--- src/hdl/bldc6_pkg.sv ---
package bldc6_pkg;

  localparam int DUTY_W = 8;
  localparam int IVL_W  = 10;

  localparam logic [DUTY_W-1:0] DUTY_MAX = {DUTY_W{1'b1}};

  // Exact x/25 for x below 2**16: (x * 83887) >> 21.
  localparam int DIV25_MUL_W = 17;
  localparam logic [DIV25_MUL_W-1:0] DIV25_MUL = 17'd83887;
  localparam int DIV25_SHIFT = 21;

  localparam int CFG_ADDR_W = 8;
  localparam int CFG_DATA_W = 10;

  typedef enum logic [CFG_ADDR_W-1:0] {
    REG_AIM_DUTY       = 8'd0,
    REG_START_INTERVAL = 8'd1,
    REG_RAMP_STEP      = 8'd2,
    REG_START_STEPS    = 8'd3
  } reg_idx_t;

  typedef enum logic [1:0] {
    FUNC_TICK = 2'd0,
    FUNC_CMP  = 2'd1,
    FUNC_KEY  = 2'd2
  } func_t;

  typedef enum logic [1:0] {
    MODE_IDLE  = 2'd0,
    MODE_START = 2'd1,
    MODE_RUN   = 2'd2
  } mode_t;

  localparam logic [1:0] PH_A = 2'd0;
  localparam logic [1:0] PH_B = 2'd1;
  localparam logic [1:0] PH_C = 2'd2;

  localparam logic [2:0] LOW_A = 3'h1;
  localparam logic [2:0] LOW_B = 3'h2;
  localparam logic [2:0] LOW_C = 3'h4;

  localparam logic [2:0] FIRST_PATTERN = 3'd3;
  localparam logic [7:0] STEP_COUNT_MAX = 8'd255;

  typedef struct packed {
    logic [7:0]        aim_duty;
    logic [9:0]        start_interval;
    logic [3:0]        ramp_step;
    logic [7:0]        start_steps;
  } cfg_t;

  typedef struct packed {
    mode_t             mode;
    logic [2:0]        phase_levels;
    logic [1:0]        sensed_phase;
    logic              bemf_en;
    logic              gate_on;
    logic [DUTY_W-1:0] duty_a;
    logic [DUTY_W-1:0] duty_b;
    logic [DUTY_W-1:0] duty_c;
    logic [2:0]        low_sw;
    logic [DUTY_W-1:0] start_duty;
    logic [IVL_W-1:0]  step_interval;
    logic [IVL_W-1:0]  tick_count;
    logic [7:0]        step_count;
    logic [2:0]        start_phase;
  } state_t;

  // Output item as laid out on m_axis_tdata, lowest field last.
  typedef struct packed {
    logic [4:0] pad;
    logic [2:0] bemf_pattern;
    logic [1:0] motor_mode;
    logic [1:0] sense_phase;
    logic       gate_enable;
    logic       low_c;
    logic       low_b;
    logic       low_a;
    logic [7:0] duty_c;
    logic [7:0] duty_b;
    logic [7:0] duty_a;
  } out_item_t;

  typedef struct packed {
    logic       hit;
    logic [1:0] drv;
    logic [2:0] low;
  } comm_t;

  // Commutation table: pattern selects the driven phase and the low side.
  function automatic comm_t comm_lookup(input logic [2:0] pat);
    comm_t c;
    c = '0;
    case (pat)
      3'd3:    c = '{1'b1, PH_A, LOW_B};
      3'd2:    c = '{1'b1, PH_A, LOW_C};
      3'd6:    c = '{1'b1, PH_B, LOW_C};
      3'd4:    c = '{1'b1, PH_B, LOW_A};
      3'd5:    c = '{1'b1, PH_C, LOW_A};
      3'd1:    c = '{1'b1, PH_C, LOW_B};
      default: c = '0;
    endcase
    return c;
  endfunction

  // Open-loop start order 3,2,6,4,5,1.
  function automatic logic [2:0] next_pattern(input logic [2:0] pat);
    logic [2:0] n;
    case (pat)
      3'd3:    n = 3'd2;
      3'd2:    n = 3'd6;
      3'd6:    n = 3'd4;
      3'd4:    n = 3'd5;
      3'd5:    n = 3'd1;
      3'd1:    n = 3'd3;
      default: n = pat;
    endcase
    return n;
  endfunction

endpackage

--- src/hdl/bldc6_step.sv ---
module bldc6_step
  import bldc6_pkg::*;
(
  input  state_t     st,
  input  cfg_t       cfg,
  input  logic [1:0] func,
  input  logic       cmp_level,
  output state_t     st_next
);

  localparam int PROD_W = IVL_W + DIV25_SHIFT;

  logic [PROD_W-1:0] prod;
  logic [IVL_W-1:0]  ivl_div25;
  logic [IVL_W:0]    tick_inc;
  logic [DUTY_W:0]   ramp_sum;
  logic [DUTY_W-1:0] aim_ext;
  logic [2:0]        level_bit;
  logic [2:0]        levels_new;
  logic              do_comm;
  logic [2:0]        comm_pat;
  logic [DUTY_W-1:0] comm_duty;
  comm_t             comm;

  assign prod      = PROD_W'(st.step_interval) * PROD_W'(DIV25_MUL);
  assign ivl_div25 = prod[DIV25_SHIFT +: IVL_W];
  assign tick_inc  = {1'b0, st.tick_count} + (IVL_W+1)'(1);
  assign aim_ext   = DUTY_W'(cfg.aim_duty);
  assign ramp_sum  = {1'b0, st.start_duty} + (DUTY_W+1)'(cfg.ramp_step);

  always_comb begin
    case (st.sensed_phase)
      PH_A:    level_bit = LOW_B;
      PH_B:    level_bit = LOW_A;
      PH_C:    level_bit = LOW_C;
      default: level_bit = 3'b000;
    endcase
    if (cmp_level) begin
      levels_new = st.phase_levels | level_bit;
    end else begin
      levels_new = st.phase_levels & ~level_bit;
    end
  end

  always_comb begin
    st_next   = st;
    do_comm   = 1'b0;
    comm_pat  = st.start_phase;
    comm_duty = st.start_duty;
    case (func)
      FUNC_TICK: begin
        if (st.mode == MODE_START) begin
          if (tick_inc >= {1'b0, st.step_interval}) begin
            st_next.tick_count    = '0;
            st_next.step_interval = st.step_interval - ivl_div25;
            do_comm = 1'b1;
            // A pattern outside the start order maps to itself.
            st_next.start_phase = next_pattern(st.start_phase);
            if (st.step_count >= cfg.start_steps) begin
              st_next.bemf_en = 1'b1;
              st_next.mode    = MODE_RUN;
            end else if (st.start_duty < aim_ext) begin
              st_next.start_duty = ramp_sum[DUTY_W] ? DUTY_MAX : ramp_sum[DUTY_W-1:0];
            end else begin
              st_next.start_duty = aim_ext;
            end
            if (st.step_count != STEP_COUNT_MAX) begin
              st_next.step_count = st.step_count + 8'd1;
            end
          end else begin
            st_next.tick_count = tick_inc[IVL_W-1:0];
          end
        end
      end
      FUNC_CMP: begin
        st_next.phase_levels = levels_new;
        do_comm   = st.bemf_en;
        comm_pat  = levels_new;
        comm_duty = aim_ext;
        st_next.sensed_phase = (st.sensed_phase >= PH_C) ? PH_A : st.sensed_phase + 2'd1;
      end
      FUNC_KEY: begin
        if (st.mode == MODE_IDLE) begin
          st_next.gate_on       = 1'b1;
          st_next.start_duty    = '0;
          st_next.tick_count    = '0;
          st_next.step_count    = '0;
          st_next.start_phase   = FIRST_PATTERN;
          st_next.step_interval = IVL_W'(cfg.start_interval);
          st_next.mode          = MODE_START;
        end else if (st.mode == MODE_RUN) begin
          st_next.bemf_en = 1'b0;
          st_next.gate_on = 1'b0;
          st_next.low_sw  = '0;
          st_next.mode    = MODE_IDLE;
        end
      end
      default: begin
        st_next = st;
      end
    endcase

    comm = comm_lookup(comm_pat);
    if (do_comm && comm.hit) begin
      st_next.duty_a = (comm.drv == PH_A) ? comm_duty : '0;
      st_next.duty_b = (comm.drv == PH_B) ? comm_duty : '0;
      st_next.duty_c = (comm.drv == PH_C) ? comm_duty : '0;
      st_next.low_sw = comm.low;
    end
  end

endmodule

--- src/hdl/sensorless_bldc_six_step_commutator.sv ---
// Channel   Direction  Payload
// s_axis    in         tuser[1:0] func; tdata[0] cmp_level
// m_axis    out        tdata[39:0] one result item per input item
// cfg       in         cfg_addr register index, cfg_data value, always ready
//
// The next-state logic sits between the state registers and a two-entry
// output stage, so an item can be accepted on every clock edge while the
// skid entry is empty. s_axis_tready drops only while both output entries
// are full, that is while the sink stalls with a second result waiting.
// Reset is synchronous and puts the motor in idle with all gates off and
// the configuration registers at their defaults; no clearing pass is needed.
module sensorless_bldc_six_step_commutator
  import bldc6_pkg::*;
(
  input  logic                  clk,
  input  logic                  rst,
  // Input item, fields from bit 0 up: cmp_level, zero padding.
  input  logic [7:0]            s_axis_tdata,
  // Input kind, fields from bit 0 up: func.
  input  logic [1:0]            s_axis_tuser,
  input  logic                  s_axis_tvalid,
  output logic                  s_axis_tready,
  // Result item, fields from bit 0 up: duty_a, duty_b, duty_c, low_a, low_b,
  // low_c, gate_enable, sense_phase, motor_mode, bemf_pattern, zero padding.
  output logic [39:0]           m_axis_tdata,
  output logic                  m_axis_tvalid,
  input  logic                  m_axis_tready,
  input  logic                  cfg_valid,
  output logic                  cfg_ready,
  input  logic [CFG_ADDR_W-1:0] cfg_addr,
  input  logic [CFG_DATA_W-1:0] cfg_data
);

  // Motor state and the registered configuration.
  state_t    st;
  state_t    st_next;
  state_t    st_init;
  cfg_t      cfg;

  // Output stage: a main entry that drives the port and a skid entry that
  // catches one more result while the sink is stalled.
  out_item_t out_main;
  out_item_t out_skid;
  out_item_t res;
  logic      main_valid;
  logic      skid_valid;
  logic      push;
  logic      pop;

  bldc6_step u_step (
    .st        (st),
    .cfg       (cfg),
    .func      (s_axis_tuser),
    .cmp_level (s_axis_tdata[0]),
    .st_next   (st_next)
  );

  assign cfg_ready     = 1'b1;
  assign s_axis_tready = !skid_valid;
  assign push          = s_axis_tvalid && s_axis_tready;
  assign pop           = main_valid && m_axis_tready;
  assign m_axis_tvalid = main_valid;
  assign m_axis_tdata  = out_main;

  // State after reset: everything clear, idle, start order at its first pattern.
  always_comb begin
    st_init             = '0;
    st_init.mode        = MODE_IDLE;
    st_init.start_phase = FIRST_PATTERN;
  end

  // The result item reports the state after the item has been applied.
  always_comb begin
    res              = '0;
    res.duty_a       = st_next.duty_a[7:0];
    res.duty_b       = st_next.duty_b[7:0];
    res.duty_c       = st_next.duty_c[7:0];
    res.low_a        = st_next.low_sw[0];
    res.low_b        = st_next.low_sw[1];
    res.low_c        = st_next.low_sw[2];
    res.gate_enable  = st_next.gate_on;
    res.sense_phase  = st_next.sensed_phase;
    res.motor_mode   = st_next.mode;
    res.bemf_pattern = st_next.phase_levels;
  end

  always_ff @(posedge clk) begin
    if (rst) begin
      st <= st_init;
    end else if (push) begin
      st <= st_next;
    end
  end

  // Configuration is to be written only while the block is idle; the block
  // does not enforce it and takes writes unordered against the item stream.
  always_ff @(posedge clk) begin
    if (rst) begin
      cfg.aim_duty       <= 8'd100;
      cfg.start_interval <= 10'd120;
      cfg.ramp_step      <= 4'd4;
      cfg.start_steps    <= 8'd80;
    end else if (cfg_valid) begin
      case (cfg_addr)
        REG_AIM_DUTY:       cfg.aim_duty       <= cfg_data[7:0];
        REG_START_INTERVAL: cfg.start_interval <= cfg_data[9:0];
        REG_RAMP_STEP:      cfg.ramp_step      <= cfg_data[3:0];
        REG_START_STEPS:    cfg.start_steps    <= cfg_data[7:0];
        default:            cfg                <= cfg;
      endcase
    end
  end

  // A waiting skid entry always moves up first; a new item can only arrive
  // when the skid entry is empty.
  always_ff @(posedge clk) begin
    if (rst) begin
      main_valid <= 1'b0;
      skid_valid <= 1'b0;
    end else if (!main_valid || pop) begin
      if (skid_valid) begin
        out_main   <= out_skid;
        main_valid <= 1'b1;
        skid_valid <= 1'b0;
      end else begin
        out_main   <= res;
        main_valid <= push;
      end
    end else if (push) begin
      out_skid   <= res;
      skid_valid <= 1'b1;
    end
  end

endmodule

--- config.mk ---
export PLATFORM = sky130hd
export DESIGN_NAME = sensorless_bldc_six_step_commutator
export DESIGN_NICKNAME = d
export VERILOG_FILES = /design/src/hdl/bldc6_pkg.sv /design/src/hdl/bldc6_step.sv /design/src/hdl/sensorless_bldc_six_step_commutator.sv
export SDC_FILE = /design/constraint.sdc
export NUM_CORES = 1
export LEC_CHECK = 0
export BUFFER_PORTS_ARGS = -buffer_cell sky130_fd_sc_hd__buf_2
export CORE_ASPECT_RATIO = 1.1
export CORE_UTILIZATION = 55
export DETAILED_ROUTE_END_ITERATION = 8
export PLACE_DENSITY = 0.73
export SETUP_SLACK_MARGIN = 0.02
export SLEW_MARGIN = 5
export SYNTH_ARGS = -nofsm -noshare
export SYNTH_HDL_FRONTEND = slang
export SYNTH_SLANG_ARGS = --single-unit
--- constraint.sdc ---
create_clock -name clk -period 17 [get_ports clk]
set_input_delay 3.4 -clock clk [delete_from_list [all_inputs] [get_ports clk]]
set_output_delay 3.4 -clock clk [all_outputs]
set_load 0.05 [all_outputs]
==> results.md <==
* Fmax at 140.4 MHz
* Post-route minimum period at 7.125 ns
* Pin count of the biggest net entering global routing at 86
* Hold slack at 0.4789 ns
* Starting DRT DRC Count at about 500
* Relative slew slack at 18.33%
* Max-Cap Viols at 0
* Post-synth EDFFs at 70
* Reg clk slew, reported paths at 0.07 ns
* Routed len/inst at 16.08 um
* Outcome: finished clean
* Final hold vios at 0
* CP Launch Type: flip-flop
* GR Overflow Total at 0
* Crit path capture type: flip-flop
* First-pass GRT wire length at 40,370 um
* Vias at 8,615
* Via density at 5.702
* Core Footprint at 0.02085 mm^2
* # fillers at about 1,700
* Pwr dens at 81.43 mW/mm^2
* DR DRC count at 0
* Top Family by Delay on Critical Path: adder cells
* Post-synth top area share at 18.07%
* Post-CTS setup buffer count at 0
* Die Width at 142.0 um
* Most common cell after layout, fill and taps aside: nor2_1
* Crit path top cell by count: fa_1
* Post-DP HPWL at 18,180 um
* CTS root buffer: clkbuf_16
* Cell Area, Placed at between 0.01 and 0.015 mm^2
* CTS tree: built
* Most frequent cells in the layout: nor2_1 (121), ha_1 (116), inv_1 (112)
* Synth Register Bits at 177
* Skew-Pair Late Insertion Delay at between 0.4 and 0.5 ns
* GRT Util Overall at 23.07%
* Total clock sinks at 177
* HP Class: flip-flop to flip-flop
* Cell count after synthesis at between 1,000 and 1,500
* Leak at just over 0.006 uW
* Die height at 156.0 um
* Clock skew at 0.01480 ns
* IO Count at 76
* Peak supply drop at 52.13 uV
* DR pass1 iterations at 5
* PostCTS Resize Cnt at 0
* Initial Utilization at 56.86%
* Slowest CP cell: or4b_2
* Sequential share of the synthesized area at 35.80%
* Syn-to-layout area delta at 9.087%
* Final Total Pwr at 1053 uW
* Hold buffer count at cts at 0
* Mapped Area at approximately 0.012 mm^2
* Finish-stage setup viols at 0
* Main flop type after synthesis: dfxtp_1
* Max Transition Viols Final at 0
* N_diodes at 0
* Crit path cell chain: fa_1 -> inv_1 -> fa_1 -> fa_1 -> fa_1 -> fa_1 -> inv_1 -> ha_1 -> a211oi_1 -> or4b_2 -> a221o_1 -> a2111oi_0 -> nand3b_1 -> ha_1 -> fa_1 -> nor2b_1 -> o21ai_0 -> a21oi_1 -> o21a_1 -> o41ai_1 -> a211o_1 -> o31ai_1
* Worst Setup Path Type: flip-flop to flip-flop
* Final net count at ~1,400
* Vias in the first global route at 8,236
* Crit Path Max Fanout at 9
* H-tree levels at 4
* DRT antenna net count at 0
* Finished Cell Area at 0.01293 mm^2
* # rows at 55
* Asr flop ratio synth at 0%
* Routed WL at about 24,000 um
* CP max stage delay at 0.66 ns
* Ranking of synthesized cells by area: dfxtp_1 (18%), edfxtp_1 (18%), ha_1 (12%)
* Fin crit share at between 40% and 50%
* Initial antenna violation count at 0
* Worst path bufs/invs at 2
* PortBufs at 62
* RePlAce Congestion at 0.8841
* RSZ-0062 raised after global routing: false
* Synth Area per Inst at 10.14 um^2
* CTS buffer count at 17
* Worst Tran Pin Value at 1.225 ns
* Total negative slack at 0 ns
* Ys Warns at 0
* Synth cell types at 76
* Synth area leader: dfxtp_1
* Crit path DAT at between 7 and 8 ns
* WP data required at 17.29 ns
* CTS Buffer Depth at 2
* Share of post-route cells with drive strength above 1 at 14.85%
* Full die area at around 0.022 mm^2
## logic make-up after synthesis
family                     after synthesis  synth area share [%]
buffers and inverters                  162                 5.572
AOI/OAI and AO/OA                      209                 11.62
xor gates and xnor gates                17                 1.256
muxes                                  124                 12.05
and+or+nand+nor                        309                 12.44
DFF                                    177                 35.80
adders and majority gates              169                 21.19
other                                    2               0.06335
## worst reg2reg max path: stages (launching register included)
cell	delay, ns
dfxtp_1	0.62
fa_1	0.51
inv_1	0.16
fa_1	0.48
fa_1	0.52
fa_1	0.53
fa_1	0.52
inv_1	0.04
ha_1	0.21
a211oi_1	0.28
or4b_2	0.66
a221o_1	0.38
a2111oi_0	0.37
nand3b_1	0.19
ha_1	0.21
fa_1	0.20
nor2b_1	0.06
o21ai_0	0.20
a21oi_1	0.12
o21a_1	0.22
o41ai_1	0.28
a211o_1	0.17
o31ai_1	0.06
## metal layers
layer  part of all wire, %  track usage [%]  up-vias
met1                    45            29.47     4175
li1                      -                -     4221
met4                   2.0            7.168        0
met2                    50            39.75      184
met3                   3.8            3.837       35
met5                     0                0        -
## cells in the mapped netlist, types with 15 or more instances
master and instances:
nor2_1 121, ha_1 116, inv_1 112, dfxtp_1 107
edfxtp_1 70, mux2i_1 64, nand2_1 64, fa_1 53
a21oi_1 47, o21ai_0 46, nand3_1 31, mux2_2 30
mux2_4 30, clkbuf_1 29, a211oi_1 16, o211ai_1 16
nor3_1 15
## cell type report
cell class	count	area, um^2	area share (%)
Tap cell	285	356.6	2.757
Sequential cell	177	4244	32.82
Clock buffer	17	425.4	3.289
Inverter	114	427.9	3.309
Timing Repair Buffer	69	362.8	2.806
Multi-Input combinational cell	834	6970	53.90
Clock inverter	15	145.1	1.122
## worst paths after layout
check,start,end,slack (ns),depth (start not counted)
max,st[28],st[29],9.88,22
min,cfg[4],cfg[4],0.48,2
max reg2reg,st[28],st[29],9.88,22
min reg2reg,cfg[4],cfg[4],0.48,2
## stage by stage
step	cells	utilization (%)	worst slack, ns
3_5_place_dp	1479	59.29	9.896
5_1_grt	1511	62.02	9.381
3_3_place_gp	1479	59.29	9.970
2_1_floorplan	1173	-	10.30
6_report	1511	62.02	9.875
4_1_cts	1511	62.02	9.869
## where the power goes
part | leakage [uW] | internal, uW | switching [uW]
clock | 0.000268 | 194 | 183
sequential | 0.00156 | 449 | 8.91
combinational | 0.00422 | 80.3 | 137
## state kept, by name (all words and copies together) (netlist names)
name,cells
st,75
m_axis_tdata,35
m_axis_tvalid,1
cfg,30
out_skid,35
skid_valid,1
Power figures use the tool's default switching activity.
